--- src/rtl/lcb_pkg.sv ---
// Shared types, constants and helpers for the breathing HSL color block.
// No dependencies.
package lcb_pkg;

  localparam int LIGHT_W = 17;
  localparam int PROD_W  = 35;

  localparam logic [15:0] THIRD_Q16      = 16'd21845;
  localparam logic [15:0] TWO_THIRDS_Q16 = 16'd43691;
  localparam logic [16:0] ONE_Q16        = 17'd65536;
  localparam logic [16:0] HALF_Q16       = 17'd32768;
  localparam logic [15:0] STEP_RESET     = 16'd197;
  localparam logic [15:0] PEAK_RESET     = 16'd32768;

  localparam logic REG_STEP = 1'b0;
  localparam logic REG_PEAK = 1'b1;

  typedef struct packed {
    logic        start;
    logic [11:0] num;
    logic [10:0] den;
  } div_req_t;

  typedef struct packed {
    logic        busy;
    logic        done;
    logic [16:0] quo;
  } div_rsp_t;

  // Q1.16 value to a channel byte: (v * 255) >> 16, saturated.
  function automatic logic [7:0] to_byte(input logic [16:0] v);
    logic [24:0] x;
    begin
      x = {v, 8'b0} - {8'b0, v};
      to_byte = (x[24:16] > 9'd255) ? 8'hFF : x[23:16];
    end
  endfunction

endpackage

--- src/rtl/led_color_breathing_hsl.sv ---
// Top level of the breathing HSL color block: APB registers, lightness stepper,
// sequencer, shared multiplier and one shared divider. Depends on lcb_pkg, lcb_div.
//
// Each accepted word with color in it keeps the input stalled through two divisions
// in the shared divider (start, 17 quotient bits, done), for saturation and then
// hue, and four passes through the one shared multiplier (lightness scaling, then
// one per channel), plus loading the output, which waits while the output register
// still holds a word that the receiver has not taken. A grey target skips the divider
// and the multiplier. Input stall is high from acceptance until the result has been
// loaded into the output register, which holds it until the receiver takes it.
module led_color_breathing_hsl (
  input  logic        clk,
  input  logic        rst,
  input  logic        psel,
  input  logic        penable,
  input  logic        pwrite,
  input  logic [2:0]  paddr,
  input  logic [31:0] pwdata,
  output logic [31:0] prdata,
  output logic        pready,
  input  logic        in_valid,
  output logic        in_stall,
  input  logic [23:0] target_color,
  output logic        out_valid,
  input  logic        out_stall,
  output logic [23:0] shown_color
);

  localparam logic [3:0] S_IDLE = 4'd0;
  localparam logic [3:0] S_SAT  = 4'd1;
  localparam logic [3:0] S_SATW = 4'd2;
  localparam logic [3:0] S_HUE  = 4'd3;
  localparam logic [3:0] S_HUEW = 4'd4;
  localparam logic [3:0] S_Q    = 4'd5;
  localparam logic [3:0] S_QM   = 4'd6;
  localparam logic [3:0] S_QW   = 4'd7;
  localparam logic [3:0] S_CH   = 4'd8;
  localparam logic [3:0] S_CHM  = 4'd9;
  localparam logic [3:0] S_CHW  = 4'd10;
  localparam logic [3:0] S_GREY = 4'd11;
  localparam logic [3:0] S_OUT  = 4'd12;

  localparam logic [1:0] RG_RISE = 2'd0;
  localparam logic [1:0] RG_TOP  = 2'd1;
  localparam logic [1:0] RG_FALL = 2'd2;
  localparam logic [1:0] RG_LOW  = 2'd3;

  logic [3:0]  state;
  logic [15:0] step;
  logic [15:0] peak;
  logic [lcb_pkg::LIGHT_W-1:0] light;
  logic        brighter;

  logic [7:0]  delta;
  logic [7:0]  den;
  logic [10:0] num;
  logic [10:0] six;
  logic [16:0] sat;
  logic [15:0] hue;
  logic [16:0] q;
  logic [16:0] p;
  logic [1:0]  idx;
  logic [1:0]  region;
  logic [16:0] mul_a;
  logic [17:0] mul_b;
  logic [lcb_pkg::PROD_W-1:0] prod;
  logic [23:0] color;

  lcb_pkg::div_req_t div_req;
  lcb_pkg::div_rsp_t div_rsp;

  logic        cfg_wr;
  logic        in_acc;
  logic [7:0]  cr, cg, cb, mx, mn, c_delta;
  logic [8:0]  c_sum, c_den;
  logic [10:0] c_six, c_num;
  logic [18:0] nxt;
  logic [18:0] pr16;
  logic [18:0] q_raw;
  logic [19:0] p_raw;
  logic [15:0] tt;
  logic [18:0] six_t;
  logic [18:0] fall_f;
  logic [18:0] lin_v;
  logic [16:0] ch_v;

  assign pready   = 1'b1;
  assign cfg_wr   = psel & penable & pwrite & pready;
  assign prdata   = (paddr[2] == lcb_pkg::REG_PEAK) ? {16'b0, peak} : {16'b0, step};
  assign in_stall = (state != S_IDLE);
  assign in_acc   = in_valid & ~in_stall;

  always_ff @(posedge clk) begin
    if (rst) begin
      step <= lcb_pkg::STEP_RESET;
      peak <= lcb_pkg::PEAK_RESET;
    end else if (cfg_wr) begin
      if (paddr[2] == lcb_pkg::REG_STEP) begin
        step <= pwdata[15:0];
      end else begin
        peak <= pwdata[15:0];
      end
    end
  end

  always_comb begin
    cr = target_color[23:16];
    cg = target_color[15:8];
    cb = target_color[7:0];
    mx = cr;
    mn = cr;
    if (cg > mx) mx = cg;
    if (cb > mx) mx = cb;
    if (cg < mn) mn = cg;
    if (cb < mn) mn = cb;
    c_delta = mx - mn;
    c_sum   = {1'b0, mx} + {1'b0, mn};
    c_den   = (c_sum > 9'd255) ? 9'd510 - c_sum : c_sum;
    c_six   = {1'b0, c_delta, 2'b0} + {2'b0, c_delta, 1'b0};
    if (mx == cr) begin
      c_num = (cg >= cb) ? {3'b0, cg} - {3'b0, cb} : c_six + {3'b0, cg} - {3'b0, cb};
    end else if (mx == cg) begin
      c_num = {3'b0, cb} + {2'b0, c_delta, 1'b0} - {3'b0, cr};
    end else begin
      c_num = {3'b0, cr} + {1'b0, c_delta, 2'b0} - {3'b0, cg};
    end
    nxt = brighter ? {2'b0, light} + {3'b0, step} : {2'b0, light} - {3'b0, step};
  end

  always_comb begin
    pr16  = prod[34:16];
    if (light <= lcb_pkg::HALF_Q16) begin
      q_raw = pr16;
    end else begin
      q_raw = {2'b0, light} + {2'b0, sat} - pr16;
    end
    if (q_raw > {2'b0, lcb_pkg::ONE_Q16}) q_raw = {2'b0, lcb_pkg::ONE_Q16};
    p_raw = {2'b0, light, 1'b0} - {1'b0, q_raw};
    case (idx)
      2'd0:    tt = hue + lcb_pkg::THIRD_Q16;
      2'd1:    tt = hue;
      default: tt = hue + lcb_pkg::TWO_THIRDS_Q16;
    endcase
    six_t  = {1'b0, tt, 2'b0} + {2'b0, tt, 1'b0};
    fall_f = 19'd262144 - six_t;
    lin_v  = {2'b0, p} + pr16;
    case (region)
      RG_TOP:  ch_v = q;
      RG_LOW:  ch_v = p;
      default: ch_v = lin_v[16:0];
    endcase
  end

  always_comb begin
    div_req.start = (state == S_SAT) || (state == S_HUE);
    div_req.num   = (state == S_SAT) ? {4'b0, delta} : {1'b0, num};
    div_req.den   = (state == S_SAT) ? {3'b0, den} : six;
  end

  lcb_div u_div (
    .clk (clk),
    .rst (rst),
    .req (div_req),
    .rsp (div_rsp)
  );

  always_ff @(posedge clk) begin
    prod <= mul_a * mul_b;
  end

  always_ff @(posedge clk) begin
    if (rst) begin
      out_valid <= 1'b0;
    end else if ((state == S_OUT) && (!out_valid || !out_stall)) begin
      out_valid <= 1'b1;
    end else if (!out_stall) begin
      out_valid <= 1'b0;
    end
  end

  always_ff @(posedge clk) begin
    if (rst) begin
      state     <= S_IDLE;
      light     <= '0;
      brighter  <= 1'b0;
      idx       <= '0;
    end else begin
      case (state)
        S_IDLE: begin
          if (in_acc) begin
            if ($signed(nxt) < 0) begin
              light    <= '0;
              brighter <= 1'b1;
            end else if ($signed(nxt) > $signed({3'b0, peak})) begin
              light    <= {1'b0, peak};
              brighter <= 1'b0;
            end else begin
              light <= nxt[16:0];
            end
            state <= (c_delta == 8'd0) ? S_GREY : S_SAT;
          end
        end
        S_SAT:  state <= S_SATW;
        S_SATW: if (div_rsp.done) state <= S_HUE;
        S_HUE:  state <= S_HUEW;
        S_HUEW: if (div_rsp.done) state <= S_Q;
        S_Q:    state <= S_QM;
        S_QM:   state <= S_QW;
        S_QW: begin
          idx   <= '0;
          state <= S_CH;
        end
        S_CH:   state <= S_CHM;
        S_CHM:  state <= S_CHW;
        S_CHW: begin
          idx   <= idx + 2'd1;
          state <= (idx == 2'd2) ? S_OUT : S_CH;
        end
        S_GREY: state <= S_OUT;
        S_OUT: begin
          if (!out_valid || !out_stall) begin
            state <= S_IDLE;
          end
        end
        default: state <= S_IDLE;
      endcase
    end
  end

  always_ff @(posedge clk) begin
    case (state)
      S_IDLE: begin
        delta <= c_delta;
        den   <= c_den[7:0];
        num   <= c_num;
        six   <= c_six;
      end
      S_SATW: if (div_rsp.done) sat <= div_rsp.quo;
      S_HUEW: if (div_rsp.done) hue <= div_rsp.quo[16] ? 16'd0 : div_rsp.quo[15:0];
      S_Q: begin
        mul_a <= light;
        mul_b <= (light <= lcb_pkg::HALF_Q16) ? {1'b0, lcb_pkg::ONE_Q16} + {1'b0, sat}
                                             : {1'b0, sat};
      end
      S_QW: begin
        q <= q_raw[16:0];
        if (p_raw[19]) begin
          p <= '0;
        end else if (p_raw > {1'b0, q_raw}) begin
          p <= q_raw[16:0];
        end else begin
          p <= p_raw[16:0];
        end
      end
      S_CH: begin
        mul_a <= q - p;
        if (tt < 16'd10923) begin
          region <= RG_RISE;
          mul_b  <= six_t[17:0];
        end else if (tt < 16'd32768) begin
          region <= RG_TOP;
          mul_b  <= '0;
        end else if (tt < lcb_pkg::TWO_THIRDS_Q16) begin
          region <= RG_FALL;
          mul_b  <= fall_f[17:0];
        end else begin
          region <= RG_LOW;
          mul_b  <= '0;
        end
      end
      S_CHW:  color <= {color[15:0], lcb_pkg::to_byte(ch_v)};
      S_GREY: color <= {3{lcb_pkg::to_byte(light)}};
      S_OUT:  if (!out_valid || !out_stall) shown_color <= color;
      default: ;
    endcase
  end

endmodule

--- src/rtl/lcb_div.sv ---
// Restoring divider producing 17 quotient bits of (num << 16) / den, one bit per cycle.
// Requires num < 2 * den. Depends on lcb_pkg.
module lcb_div (
  input  logic              clk,
  input  logic              rst,
  input  lcb_pkg::div_req_t req,
  output lcb_pkg::div_rsp_t rsp
);

  logic [11:0] rem;
  logic [10:0] den;
  logic [4:0]  cnt;
  logic [16:0] quo;
  logic        busy;
  logic        done;
  logic        ge;
  logic [11:0] rem_sub;

  assign ge      = rem >= {1'b0, den};
  assign rem_sub = ge ? rem - {1'b0, den} : rem;

  always_ff @(posedge clk) begin
    if (rst) begin
      busy <= 1'b0;
      done <= 1'b0;
      cnt  <= '0;
    end else begin
      done <= 1'b0;
      if (req.start) begin
        busy <= 1'b1;
        cnt  <= 5'd16;
      end else if (busy) begin
        cnt <= cnt - 5'd1;
        if (cnt == 5'd0) begin
          busy <= 1'b0;
          done <= 1'b1;
        end
      end
    end
  end

  always_ff @(posedge clk) begin
    if (req.start) begin
      rem <= req.num;
      den <= req.den;
    end else if (busy) begin
      rem <= {rem_sub[10:0], 1'b0};
      quo <= {quo[15:0], ge};
    end
  end

  assign rsp.busy = busy;
  assign rsp.done = done;
  assign rsp.quo  = quo;

endmodule

--- config.mk ---
export PLATFORM = sky130hd
export DESIGN_NAME = led_color_breathing_hsl
export DESIGN_NICKNAME = d
export VERILOG_FILES = /design/src/rtl/lcb_pkg.sv /design/src/rtl/led_color_breathing_hsl.sv /design/src/rtl/lcb_div.sv
export SDC_FILE = /design/constraint.sdc
export NUM_CORES = 2
export LEC_CHECK = 0
export BUFFER_PORTS_ARGS = -buffer_cell sky130_fd_sc_hd__buf_2
export CAP_MARGIN = 20
export CORE_ASPECT_RATIO = 2
export CORE_MARGIN = 4
export CORE_UTILIZATION = 60
export DETAILED_ROUTE_END_ITERATION = 10
export PLACE_DENSITY = 0.75
export SLEW_MARGIN = 5
export SYNTH_ARGS = -nofsm -noshare
export SYNTH_HDL_FRONTEND = slang
export SYNTH_SLANG_ARGS = --single-unit
--- constraint.sdc ---
create_clock -name clk -period 11.5 [get_ports clk]
set_clock_uncertainty 0.05 [all_clocks]
set_input_delay 2.3 -clock clk [delete_from_list [all_inputs] [get_ports clk]]
set_output_delay 2.3 -clock clk [all_outputs]
set_load 0.05 [all_outputs]
# After elaboration in Yosys (flattened, before gate mapping)
# Cells that the tools add are included.
# op_classes
n_eq_ne	23
reduce_logical	27
add_sub_neg	28
mul	1
order_cmp	17
mux	51
bitwise_logic	7
# op_table
cell	count
18-bit 2-to-1 mux	4
17-bit case mux with 2 select lines	2
8-bit 2-to-1 mux	8
19-bit 2-to-1 mux	3
11-bit 2-to-1 mux	5
4-bit case mux with 13 select lines	1
17-bit 2-to-1 mux	3
25-bit by 17-bit subtractor with 25-bit output	2
24-bit case mux with 2 select lines	1
18-bit case mux with 2 select lines	1
17-bit by 18-bit multiplier with 35-bit output	1
16-bit < comparator, second input constant	2
16-bit case mux with 2 select lines	1
9-bit by 8-bit greater-than comparator with 1-bit output, second input constant	3
12-bit 2-to-1 mux	2
11-bit by 8-bit subtractor with 11-bit output	2
4-bit == test, second input constant	5
20-bit by 19-bit greater-than comparator with 1-bit output	1
4-bit 2-to-1 mux	5
18-bit by 19-bit subtractor with 20-bit output	1
19-bit by 17-bit greater-than comparator with 1-bit output	1
19-bit by 17-bit greater-than comparator with 1-bit output, second input constant	1
19-bit by 1-bit < comparator with 1-bit output, second input constant	1
18-bit by 19-bit subtractor with 19-bit output	1
57 further kinds	97
# word_totals
register_bits	329
out_inout_bits	59
input_bits	66
wordCells	184

# Logic depth before layout (Yosys ltp)
# depth
ltp_word	10
depth_mapped	46

# By module
# From an unflattened synthesis, not the netlist that was laid out.
# hier_totals
hier_cells	3971
hier_area_um2	35626.7
# by_module_without_submodules
module	area_per_inst_um2	seq_area_each_um2	instances	cells_per_inst
led_color_breathing_hsl	33223.1	7136.8	1	3773
lcb_div	2403.6	1341.3	1	198

# Least setup slack after synthesis
# OpenSTA, ideal clock, no wires.
# synth_timing
path_type	input port to flip-flop
from	input target_color[9]
to	register num[10] (data pin)
required_ps	11189
n_path_buf	1
arrival_time_ps	9515
cell_stages	43
setup_time_ps	261
slack_ps	1674
path_cell_list	inv_1 > ha_1 > nor2b_1 > o21ai_0 > nand2b_1 > a21oi_1 > o21ai_1 > o21a_1 > buf_2 > mux2i_1 > ha_1 > nor2b_1 > o21a_1 > o21ai_0 > nand2b_1 > a21oi_1 > o21ai_0 > o21ai_1 > [... 7 more ...] > fa_1 > inv_1 > a21oi_1 > o21bai_1 > xnor2_1 > xnor2_1 > fa_1 > inv_1 > ha_1 > inv_1 > o21bai_1 > a21oi_1 > o21bai_1 > a21oi_1 > xor2_1 > xnor2_1 > a21oi_1 > mux2i_1
# synth_between
elab_chain_len	10
word_cells_on_any_way	23
# synth_rtl
item	line	source
from (decl)	led_color_breathing_hsl.sv:23	input logic [23:0] target_color,
8-bit greater-than comparator or 8-bit < comparator (tied branches)	led_color_breathing_hsl.sv:112, led_color_breathing_hsl.sv:114	
8-bit 2-to-1 mux (on tied branches)	led_color_breathing_hsl.sv:112, led_color_breathing_hsl.sv:114	
8-bit greater-than comparator or 8-bit < comparator (tied branches)	led_color_breathing_hsl.sv:113, led_color_breathing_hsl.sv:115	
8-bit 2-to-1 mux (on tied branches)	led_color_breathing_hsl.sv:113, led_color_breathing_hsl.sv:115	
8-bit subtractor *	led_color_breathing_hsl.sv:116	c_delta = mx - mn;
net c_delta[2]	led_color_breathing_hsl.sv:74	logic [7:0] cr, cg, cb, mx, mn, c_delta;
10-bit by 9-bit adder with 11-bit output	led_color_breathing_hsl.sv:119	c_six = {1'b0, c_delta, 2'b0} + {2'b0, c_delta, 1'b0};
11-bit by 8-bit adder with 11-bit output	led_color_breathing_hsl.sv:121	c_num = (cg >= cb) ? {3'b0, cg} - {3'b0, cb} : c_six + {3'b0, cg} - {3'b0, cb};
11-bit by 8-bit subtractor with 11-bit output	led_color_breathing_hsl.sv:121	
11-bit 2-to-1 mux	led_color_breathing_hsl.sv:121	
11-bit 2-to-1 mux *	led_color_breathing_hsl.sv:120	if (mx == cr) begin
net c_num[10]	led_color_breathing_hsl.sv:76	logic [10:0] c_six, c_num;
to (signal assigned)	led_color_breathing_hsl.sv:235	num <= c_num;
to (decl)	led_color_breathing_hsl.sv:56	logic [10:0] num;
# The timed path passes the listed nets; every way through them passes the cells marked *.
# A chain may end at the register's enable or synchronous reset.

# Worst setup path in the final report
# layout_timing
from	input target_color[9]
to	register num[10] (data pin)
# layout_between
elab_chain_len	10
word_cells_on_any_way	23
# layout_rtl
item	line
8-bit greater-than comparator or 8-bit < comparator (tied branches)	led_color_breathing_hsl.sv:112, led_color_breathing_hsl.sv:114
8-bit 2-to-1 mux (on tied branches)	led_color_breathing_hsl.sv:112, led_color_breathing_hsl.sv:114
8-bit greater-than comparator or 8-bit < comparator (tied branches)	led_color_breathing_hsl.sv:113, led_color_breathing_hsl.sv:115
8-bit 2-to-1 mux (on tied branches)	led_color_breathing_hsl.sv:113, led_color_breathing_hsl.sv:115
8-bit subtractor	led_color_breathing_hsl.sv:116
10-bit by 9-bit adder with 11-bit output	led_color_breathing_hsl.sv:119
11-bit by 8-bit adder with 11-bit output	led_color_breathing_hsl.sv:121
11-bit by 8-bit subtractor with 11-bit output	led_color_breathing_hsl.sv:121
11-bit 2-to-1 mux	led_color_breathing_hsl.sv:121
11-bit 2-to-1 mux *	led_color_breathing_hsl.sv:120
net c_num[10]	led_color_breathing_hsl.sv:76
# Marked as above.

==> results.ini <==
[cells_and_area]
final_nets = 4735
final_area_mm2 = 0.0374
syn_to_final_growth_pct = 5.98
layout-drive-gt1-share_pct = 6.34
final_core_util_pct = 64.3
fill_cells = 4995

[die]
die_area_mm2 = 0.0630
fp.dieW_um = 179
start_util_pct = 60.7
pin_count = 125
placementRows = 125
die_y_um = 351
coreArea_mm2 = 0.0582

[setup_path]
cpPeakStageDelay_ps = 520
rrSetupSlack_ps = 1990
crit_arrival_ps = 10290
cp_num_cells = 44
path_buf_inv = 8
worstPathMaxFanout = 16
endpoint_kind = flop
path_class = input pin to flop
reg2reg_depth = 37
start_kind = input pin
r2r-end = p[3]
reg2reg_from = light[10]
required_ps = 11750
crit_top_cell = a21oi_1
cp_slowest_cell = xnor2_1
crit_family = compound AO/OA/AOI/OAI gates

[power_and_ir_drop]
ir_worst_vdd_mv = 0.267
power_density_mw_per_mm2 = 283
power_uw = 10600
p_leak_uw = 0.0175

[placed_design]
place_ws_ps = 916
placed_cell_area_mm2 = 0.0365
gp_congestion = 0.996
dp_hpwl_um = 77800
numPortBuffers = 89

[logic_synthesis]
yosys_most_used_dff = edfxtp_1
synth_top_area_share_pct = 19.3
ys_types = 101
yosys_warnings = 0
synth_area_leader_cell = edfxtp_1
syn_inst = 3932
synthArstFlopShare_pct = 0
synth-seq-area-share_pct = 24.0
syn_area_mm2 = 0.0353
synth.top_cells.by_area = edfxtp_1 19%, fa_1 16%, ha_1 15%, inv_1 6.4%, nand2_1 4.9%
syn-mean-instance-area_um2 = 8.97
synth_edf_count = 227
yosys_register_bits = 310

[grt]
globalRouteOverflowTotal = 0
grtUsageTotal_pct = 29.9
grt_first_pass_wirelength_um = 151000
antenna_found_initial = 2
grt_pass1_vias = 29600
grt_max_degree = 59

[clock_network]
clk-insertion-delay-late_ps = 600
hold_buffers = 0
clock-sinks = 310
cts_resized = 0
cts-htree-levels = 1
cts_root_buffer = clkbuf_16
cts_tree = built
post-cts-setup-buffers = 0
numCtsBuffers = 28
path_clk_slew_ps = 70
clockBufferDepth = 3

[timing]
rsz0062_at_grt = no
finalSetupTns_ps = 0
slew_violations = 0
fin_ws_ps = 1460
post-route-min-period_ps = 10040
hold_viol_final = 0
setup_violations = 0
tightestPinTransition_ps = 1070
slew_headroom_pct = 28.5
fmax_mhz = 99.6
min_period_over_period_pct = 87.3

[routing]
viasPerCell = 5.89
ant_nets = 0
post_drt_wl_per_cell_um = 19.9
highest_layer = met4
route.layer.met1.wl_um = 29500
drc_errors = 0
num_vias = 28000
met2_length_um = 51700
dr_wl_met3_um = 4200
drt_iter0_drc = 1465
drt-total-wl_um = 94800
first_pass_iters = 5

[min_path]
hold_end = shown_color[19]
hold_path.class = flop to flop
worstHoldStart = color[19]
hold_depth = 0

[run]
cap_viol_max_count = 0

[outcome]
status = finished, final reports clean

## per-stage QoR
| stage | instances | hold slack, ps |
|---|---|---|
| after CTS | 4753 | 367 |
| after global routing | 4754 | 373 |
| final | 4756 | 367 |
| after detailed placement | 4701 | 355 |
| after global placement | 4701 | 352 |
| after floorplan | 3950 | 350 |
## cell usage in the layout (no fill, tap or decap), drive strengths merged, types with 21 or more instances in the layout
cell      n
inv     606
nand2   465
ha      410
fa      289
a21oi   236
edfxtp  227
o21ai   200
nor2    199
buf     132
xnor2   128
and2    114
a21o     95
dfxtp    83
mux2i    78
xor2     66
nor2b    59
nor3     48
nand3    41
o21a     38
o21bai   33
clkbuf   33
nand2b   30
a211oi   28
a31oi    26
mux2     23
and3     21
or3      21
## report_power, final
| group | switching, uW | internal [uW] |
|---|---|---|
| logic | 4480 | 3360 |
| registers | 235 | 1560 |
| clock network | 456 | 495 |
| total | 5170 | 5410 |
## worst max-delay path by stage
| stage | startpoint | end | slack, ps |
|---|---|---|---|
| detailed placement | target_color[9] | num[10] | 920 |
| global placement | target_color[9] | num[10] | 1040 |
| floorplan | target_color[9] | num[10] | 1670 |
| finish | target_color[9] | num[10] | 1460 |
| global route | target_color[9] | num[10] | 730 |
| CTS | target_color[9] | num[10] | 1500 |
## area by class of cell
type / instances / area, um2 / area share, %
clock inverter: 19 / 176 / 0.472
inverter: 601 / 2260 / 6.04
clock buffer: 33 / 739 / 1.98
tap: 762 / 953 / 2.55
antenna: 2 / 5.00 / 0.0134
timing repair buffer: 132 / 768 / 2.05
multi-input combinational: 2897 / 24000 / 64.2
sequential: 310 / 8480 / 22.7
## cells in the mapped netlist (10+ instances only)
| cell type | n |
|---|---|
| xor2_1 | 66 |
| nand3_1 | 41 |
| a211o_1 | 19 |
| mux2_2 | 22 |
| o21ai_0 | 188 |
| o21ai_1 | 10 |
| edfxtp_1 | 227 |
| clkbuf_1 | 110 |
| a21oi_1 | 235 |
| o211ai_1 | 17 |
| nand2b_1 | 30 |
| dfxtp_1 | 83 |
| mux2i_1 | 78 |
| nand2_1 | 464 |
| nor2b_1 | 58 |
| o31ai_1 | 16 |
| o21bai_1 | 32 |
| inv_1 | 600 |
| nand4_1 | 20 |
| a211oi_1 | 26 |
| and2_1 | 112 |
| a21boi_0 | 11 |
| and3_1 | 21 |
| ha_1 | 410 |
| nor3b_1 | 15 |
| a31oi_1 | 24 |
| or3_1 | 20 |
| nor3_1 | 47 |
| a21o_1 | 95 |
| nor4_1 | 11 |
| xnor2_1 | 128 |
| o21a_1 | 38 |
| fa_1 | 289 |
| nor2_1 | 198 |
| buf_4 | 17 |
## per-layer routing
layer / track usage (%) / up-vias
met2: 59.4 / 924
li1: - / 13200
met5: 0 / -
met3: 3.05 / 477
met4: 23.5 / 0
met1: 27.1 / 13400
## flip-flops by register name (all words and copies together) (netlist names), 11 cells and up
register	cells
color	24
step	16
peak	16
shown_color	24
mul_a	17
u_div.den	11
mul_b	18
sat	17
q	17
u_div.rem	12
u_div.quo	17
light	17
p	17
num	11
prod	19
hue	16
## cells by family after synthesis
kind of cell	Yosys count	share of synthesized area (%)
xor+xnor	194	4.82
compound gates	793	14.3
buf+inv	743	8.17
mux	101	2.96
other cells	2	0.0213
fa+ha+maj	699	30.9
simple gates	1090	14.8
flops	310	24.0
(Power assumes the default switching activity.)
